## config.mk

```make
export PLATFORM = sky130hd
export DESIGN_NAME = ssc_base
export DESIGN_NICKNAME = d
export VERILOG_FILES = /design/src/rtl/ssc_pkg.sv /design/src/rtl/ssc_base.sv
export SDC_FILE = /design/constraint.sdc
export NUM_CORES = 1
export LEC_CHECK = 0
export ABC_AREA = 1
export ABC_CLOCK_PERIOD_IN_PS = 11900
export BUFFER_PORTS_ARGS = -buffer_cell sky130_fd_sc_hd__buf_2
export CAP_MARGIN = 20
export CORE_ASPECT_RATIO = 1.75
export CORE_UTILIZATION = 51
export DETAILED_ROUTE_END_ITERATION = 12
export PLACE_DENSITY = 0.86
export SLEW_MARGIN = 15
export SYNTH_ARGS = -nofsm -noshare
export SYNTH_HDL_FRONTEND = slang
export SYNTH_SLANG_ARGS = --single-unit
```

## constraint.sdc

```tcl
create_clock -name clock -period 11.9 [get_ports clock]
set_input_delay 2.38 -clock clock [delete_from_list [all_inputs] [get_ports clock]]
set_output_delay 2.38 -clock clock [all_outputs]
set_load 0.01 [all_outputs]
```

## src/rtl/ssc_pkg.sv

```systemverilog
// Shared types, constants and bit-manipulation helpers for the spin state
// canonical representative unit. No dependencies.
package ssc_pkg;

   localparam int MaxSites  = 32;
   localparam int NumFam    = 4;
   localparam int NumShift  = MaxSites / 2 + 1;
   localparam int NumCand   = NumFam * NumShift;
   localparam int CodeWidth = 3;
   localparam int NumCodes  = 7;
   localparam int ShiftWidth = 5;
   localparam int CsrWidth  = 6;
   localparam logic [CsrWidth-1:0] ChainLenReset = 6'd16;
   localparam logic [CsrWidth-1:0] ChainLenMin   = 6'd8;
   localparam logic [CsrWidth-1:0] ChainLenMax   = 6'd32;

   // one candidate word with its symmetry tag
   typedef struct packed {
      logic                  valid;
      logic [MaxSites-1:0]   word;
      logic [ShiftWidth-1:0] shift;
      logic                  refl;
      logic                  inv;
   } ssc_cand_type;

   // site count for a length code: code 0 is 8 sites, code 6 is 32 sites
   function automatic int site_count(input int code);
      return 4 * (code + 2);
   endfunction

   function automatic logic [MaxSites-1:0] site_mask(input int nn);
      logic [MaxSites-1:0] m;
      m = '0;
      for (int j = 0; j < MaxSites; j++) begin
         if (j < nn) m[j] = 1'b1;
      end
      return m;
   endfunction

   // reverse the low nn sites
   function automatic logic [MaxSites-1:0] reverse_sites(input logic [MaxSites-1:0] w,
                                                         input int nn);
      logic [MaxSites-1:0] r;
      r = '0;
      for (int j = 0; j < MaxSites; j++) begin
         if (j < nn) r[nn-1-j] = w[j];
      end
      return r;
   endfunction

   // rotate the low nn sites by amt places toward higher positions
   function automatic logic [MaxSites-1:0] rotate_sites(input logic [MaxSites-1:0] w,
                                                        input int amt, input int nn);
      logic [MaxSites-1:0] r;
      int k;
      r = '0;
      if (amt <= nn) begin
         for (int j = 0; j < MaxSites; j++) begin
            if (j < nn) begin
               k = j + amt;
               if (k >= nn) k = k - nn;
               r[k[4:0]] = w[j];
            end
         end
      end
      return r;
   endfunction

   // a is earlier in search order; b wins only when valid and a is invalid or b is strictly smaller
   function automatic ssc_cand_type pick(input ssc_cand_type a, input ssc_cand_type b);
      if (b.valid && (!a.valid || (b.word < a.word))) return b;
      return a;
   endfunction

endpackage

```

## src/rtl/ssc_base.sv

```systemverilog
// Stage 1: masks the incoming word to the ring length and forms the four
// base words (plain, reversed, inverted, inverted reversed). Uses ssc_pkg.
module ssc_base (
   input  logic                           clock,
   input  logic                           reset,
   input  logic                           in_valid,
   output logic                           in_ready,
   input  logic [ssc_pkg::MaxSites-1:0]   state_word,
   input  logic [ssc_pkg::CodeWidth-1:0]  site_code,
   output logic                           out_valid,
   input  logic                           out_ready,
   output logic [ssc_pkg::MaxSites-1:0]   base_ff [ssc_pkg::NumFam],
   output logic [ssc_pkg::CodeWidth-1:0]  code_ff
);

   logic                         valid_ff;
   logic [ssc_pkg::MaxSites-1:0] mask;
   logic [ssc_pkg::MaxSites-1:0] masked;
   logic [ssc_pkg::MaxSites-1:0] rev;
   logic [ssc_pkg::MaxSites-1:0] base_in [ssc_pkg::NumFam];

   assign in_ready  = !valid_ff || out_ready;
   assign out_valid = valid_ff;

   always_comb begin
      mask   = '0;
      masked = '0;
      rev    = '0;
      for (int c = 0; c < ssc_pkg::NumCodes; c++) begin
         if (site_code == ssc_pkg::CodeWidth'(c)) begin
            mask   = ssc_pkg::site_mask(ssc_pkg::site_count(c));
            masked = state_word & mask;
            rev    = ssc_pkg::reverse_sites(masked, ssc_pkg::site_count(c));
         end
      end
      base_in[0] = masked;
      base_in[1] = rev;
      base_in[2] = ~masked & mask;
      base_in[3] = ~rev & mask;
   end

   always_ff @(posedge clock) begin
      if (reset) begin
         valid_ff <= 1'b0;
      end else if (in_ready) begin
         valid_ff <= in_valid;
      end
   end

   always_ff @(posedge clock) begin
      if (in_ready && in_valid) begin
         base_ff <= base_in;
         code_ff <= site_code;
      end
   end

endmodule

```

==> tab_implementation.tex <==
\begin{tabular}{lr}
\hline
Metric & Value \\
\hline
\multicolumn{2}{l}{\textbf{Outcome}} \\
Status & finished clean \\
\multicolumn{2}{l}{\textbf{Timing}} \\
Period utilisation layout & 43.6\% \\
Slew Viols, Final & 0 \\
RSZ-0062 raised after global routing & false \\
Slew at the pin closest to its max-slew limit & 1.00 ns \\
Total negative setup slack & 0 ns \\
Final Skew & between 0.005 and 0.006 ns \\
Final setup violation count & 0 \\
Maximum clock rate & 0.193 GHz \\
Final WS setup & approximately 6.7 ns \\
Hold violation count in the final report & 0 \\
Headroom to the max-slew limit & 33.1\% \\
Time the final worst path needs with I/O delays and setup & 5.19 ns \\
\multicolumn{2}{l}{\textbf{Setup path}} \\
Signal arrival time at the worst endpoint & between 2 and 3 ns \\
Crit-path leading delay family & buffers and inverters \\
Element type at the critical path end & output port \\
Ordered list of cells on the worst path & buf\_2, inv\_1, nand2\_1, buf\_2 \\
Startpoint kind of the worst setup timing path & input port \\
Highest net fanout along the worst path & 2 \\
Type of the setup path with the least slack & input port to output port \\
Cell type of the slowest stage on the worst timing path & sky130\_fd\_sc\_hd\_\_buf\_2 \\
Largest stage delay, worst path & 0.15 ns \\
Dominant cell type by count on the critical path & sky130\_fd\_sc\_hd\_\_buf\_2 \\
CP Buf/Inv Count & 3 \\
Endpoint required time on the critical path & 9.52 ns \\
\multicolumn{2}{l}{\textbf{CTS}} \\
Deepest level of the CTS H-tree & 4 \\
CTS root buffer & sky130\_fd\_sc\_hd\_\_clkbuf\_16 \\
Bufs on Longest Clock Path & 2 \\
Number of post-CTS setup repair buffers & 0 \\
Clock transition time at the flip-flop clock pins of the worst setup and hold paths & roughly 0.05 ns \\
Number of resized instances in the post-cts repair step & 0 \\
Clk\_lat worst skew & just over 0.4 ns \\
TritonCTS sink count & 132 \\
Hold buffer count at CTS & 0 \\
Clock tree from TritonCTS & built \\
Clock buffer count from CTS & 17 \\
\multicolumn{2}{l}{\textbf{Yosys}} \\
Post-Synthesis Mean Instance Area & 11.1 µm² \\
Largest family of logic cells by synthesized area & simple AND/OR/NAND/NOR gates \\
Share of the synthesized area in compound gates (AO/OA/AOI/OAI) & 3.22\% \\
Largest area contributor in the synthesized netlist & sky130\_fd\_sc\_hd\_\_edfxtp\_1 \\
Flop and latch count out of synthesis & roughly 130 \\
Number of cells produced by synthesis & $\sim$500 \\
Sequential area share after synthesis & 70.7\% \\
Fraction of the mapped netlist area in simple logic gates & approximately a fifth \\
Area fraction of the dominant cell type after synthesis & a little over two thirds \\
Count of synthesis-stage warnings from yosys & 0 \\
Multiplexer share of the synthesized area & 0\% \\
Cell Area, Synth & 0.00559 mm² \\
Post-synthesis cell type count & 25 \\
Top cells by area, synth & sky130\_fd\_sc\_hd\_\_edfxtp\_1 70\%, sky130\_fd\_sc\_hd\_\_nor2\_1 7.2\%, sky130\_fd\_sc\_hd\_\_nand2\_1 5.8\%, sky130\_fd\_sc\_hd\_\_inv\_1 3.4\%, sky130\_fd\_sc\_hd\_\_nand4\_1 3.4\% \\
Adder-Cell Fraction of Synth Area & 0\% \\
Synth Net Count & 543 \\
Synth Area in XOR/XNOR & 0\% \\
\multicolumn{2}{l}{\textbf{Global route}} \\
Busiest layer in global routing & met2 \\
Met1 track demand over resource in global routing & between 30\% and 40\% \\
Global-route wire length before repair & 22300 µm \\
Via count of the first global-routing pass & 4202 \\
GR Util All Layers & 27.2\% \\
Global-route met2 utilization & 46.0\% \\
Largest net degree at the start of global routing & between 80 and 90 \\
Final global-route overflow total & 0 \\
GR met3 Demand/Resource & 5.54\% \\
Initial antenna violation count & 0 \\
\multicolumn{2}{l}{\textbf{Place}} \\
Number of placed cells counting well taps & 787 \\
Routability Congestion & between 0.9 and 1 \\
I/O Buffers & 171 \\
Dpl hpwl & 10500 µm \\
Place WS & roughly 6.7 ns \\
\multicolumn{2}{l}{\textbf{Finish}} \\
Net count reported at finish & 715 \\
Flip-flop and latch area & 0.00395 mm² \\
Filler Cells Inserted & 801 \\
Post-route insts no fill & 819 \\
Layout overhead on the synthesized area & 27.3\% \\
Layout cell share with drive strength beyond 1 & 31.2\% \\
Multi-input gate area in the final layout & 0.00133 mm² \\
Antenna Diode Count & 0 \\
\multicolumn{2}{l}{\textbf{Route}} \\
ANT nets after route & 0 \\
Wire length per cell after detailed routing & about 18 µm \\
Per-cell via count in the routed design & 5.51 \\
DRT iter0 DRCs & 469 \\
1st-pass router iterations & 5 \\
Vias & 4515 \\
Post-detailed-route DRC marker count & 0 \\
Total length of routed wires & 14900 µm \\
\multicolumn{2}{l}{\textbf{Floorplanning}} \\
Width of the chip & 81.2 µm \\
Die Footprint & 0.0114 mm² \\
Count of standard-cell rows & 50 \\
I/O Pins & 172 \\
Starting utilization of the core area & 52.3\% \\
Vert. Die Dim & 141 µm \\
Total core area & 0.0107 mm² \\
\multicolumn{2}{l}{\textbf{Power}} \\
Power share of the sequential group & 46.7\% \\
Largest vdd supply drop & approximately 0.13 mV \\
Leakage Power & roughly 3.2 nW \\
Combinational Power Share & 11.2\% \\
Power Dens Cells & 170 mW/mm² \\
Net load switching power & 0.000286 W \\
Int Pwr & 0.000923 W \\
Share of total power consumed by net switching & a little under a quarter \\
Clock Power Share & 42.1\% \\
\multicolumn{2}{l}{\textbf{Run}} \\
Max Cap Viol & 0 \\
\multicolumn{2}{l}{\textbf{Min path}} \\
Worst hold-check path type & flip-flop to flip-flop \\
\hline
\end{tabular}
-- cell type report --
class,instances,share of cell area (%)
flip-flops and latches,132,55.5
repair buffers,174,12.3
well taps,130,2.28
clock inverters,12,1.93
clock buffers,20,6.13
inverters,59,3.11
multi-input cells,292,18.7
-- per-layer routing --
metal,vias up,wire (µm)
met5,-,0
met4,0,496
met3,40,1260
met2,298,8010
met1,2109,5180
li1,2068,-
-- sequential cells by signal, summed over array words and instances, names as in the netlist --
name       flops
out_valid      1
base_ff      128
code_ff        3
-- through the flow --
stage / utilization, % / area [µm²] / power (W) / hold slack [ns]
floorplan: - / 5590 / 0.000650 / 0.577
global placement: 61.2 / 6550 / 0.000704 / 0.506
detailed placement: 61.2 / 6550 / 0.000709 / 0.531
CTS: 66.6 / 7120 / 0.00121 / 0.540
global route: 66.6 / 7120 / 0.00124 / 0.560
finish: 66.6 / 7120 / 0.00121 / 0.539
-- power by group through the flow --
| stage | Combinational, W | Sequential [W] | Clock (W) |
|---|---|---|---|
| after floorplan | 0.0000517 | 0.000599 | 0 |
| after global placement | 0.000130 | 0.000573 | 0 |
| after detailed placement | 0.000135 | 0.000575 | 0 |
| after CTS | 0.000135 | 0.000566 | 0.000511 |
| after global routing | 0.000147 | 0.000568 | 0.000530 |
| final | 0.000135 | 0.000565 | 0.000509 |
-- cell usage after synthesis --
library cell / n
sky130_fd_sc_hd__a21oi_1: 9
sky130_fd_sc_hd__a22oi_1: 2
sky130_fd_sc_hd__and2_1: 2
sky130_fd_sc_hd__buf_1: 1
sky130_fd_sc_hd__buf_2: 12
sky130_fd_sc_hd__buf_4: 1
sky130_fd_sc_hd__clkbuf_1: 7
sky130_fd_sc_hd__dfxtp_1: 1
sky130_fd_sc_hd__edfxtp_1: 131
sky130_fd_sc_hd__inv_1: 50
sky130_fd_sc_hd__inv_2: 9
sky130_fd_sc_hd__nand2_1: 87
sky130_fd_sc_hd__nand2_2: 2
sky130_fd_sc_hd__nand3_1: 22
sky130_fd_sc_hd__nand3b_1: 2
sky130_fd_sc_hd__nand4_1: 30
sky130_fd_sc_hd__nor2_1: 108
sky130_fd_sc_hd__nor2_4: 3
sky130_fd_sc_hd__nor3_1: 3
sky130_fd_sc_hd__nor3_2: 1
sky130_fd_sc_hd__o21ai_0: 3
sky130_fd_sc_hd__o21ai_1: 4
sky130_fd_sc_hd__o221ai_1: 4
sky130_fd_sc_hd__o22ai_1: 8
sky130_fd_sc_hd__or2_1: 2
-- final timing paths --
check / start / endpoint / slack [ns] / cells after the start
worst min-delay path: out_valid$_SDFFE_PP0N_ / out_valid$_SDFFE_PP0N_ / 0.54 / 2
worst max-delay path: out_ready / in_ready / 6.71 / 4
worst max register to register: out_valid$_SDFFE_PP0N_ / base_ff[54]$_DFFE_PP_ / 9.59 / 3
worst min register to register: out_valid$_SDFFE_PP0N_ / out_valid$_SDFFE_PP0N_ / 0.54 / 2
-- layout by cell type (no fill, tap or decap) --
cell	instances
sky130_fd_sc_hd__nor2_4	3
sky130_fd_sc_hd__nand2_1	87
sky130_fd_sc_hd__and2_1	2
sky130_fd_sc_hd__nand3_1	22
sky130_fd_sc_hd__inv_2	9
sky130_fd_sc_hd__buf_2	171
sky130_fd_sc_hd__o22ai_1	8
sky130_fd_sc_hd__a22oi_1	2
sky130_fd_sc_hd__o21ai_0	3
sky130_fd_sc_hd__nor3_1	3
sky130_fd_sc_hd__o221ai_1	4
sky130_fd_sc_hd__nand3b_1	2
sky130_fd_sc_hd__o21ai_1	4
sky130_fd_sc_hd__nor2_1	108
sky130_fd_sc_hd__dfxtp_1	1
sky130_fd_sc_hd__nand2_2	2
sky130_fd_sc_hd__bufinv_16	3
sky130_fd_sc_hd__a21oi_4	1
sky130_fd_sc_hd__nand4_1	30
sky130_fd_sc_hd__inv_1	50
sky130_fd_sc_hd__nor3_2	1
sky130_fd_sc_hd__clkinv_1	4
sky130_fd_sc_hd__or2_1	2
sky130_fd_sc_hd__clkinv_4	2
sky130_fd_sc_hd__clkbuf_1	3
sky130_fd_sc_hd__edfxtp_1	131
sky130_fd_sc_hd__a21oi_1	8
sky130_fd_sc_hd__clkinv_2	3
sky130_fd_sc_hd__clkbuf_16	17
sky130_fd_sc_hd__buf_4	3
-- cell families (layout without fill, tap and decap cells) --
kind of cell | count (synthesis) | after routing
AO/OA/AOI/OAI | 30 | 30
AND/OR/NAND/NOR | 262 | 262
flip-flops | 132 | 132
buffers and inverters | 80 | 265
-- worst register-to-register path, delay by kind of cell, from the launching register on --
kind	cells	cell delay [ns]
AOI/OAI and AO/OA	1	0.15
buffers and inverters	2	1.41
DFF	1	0.34
Power figures use the tool's default switching activity.
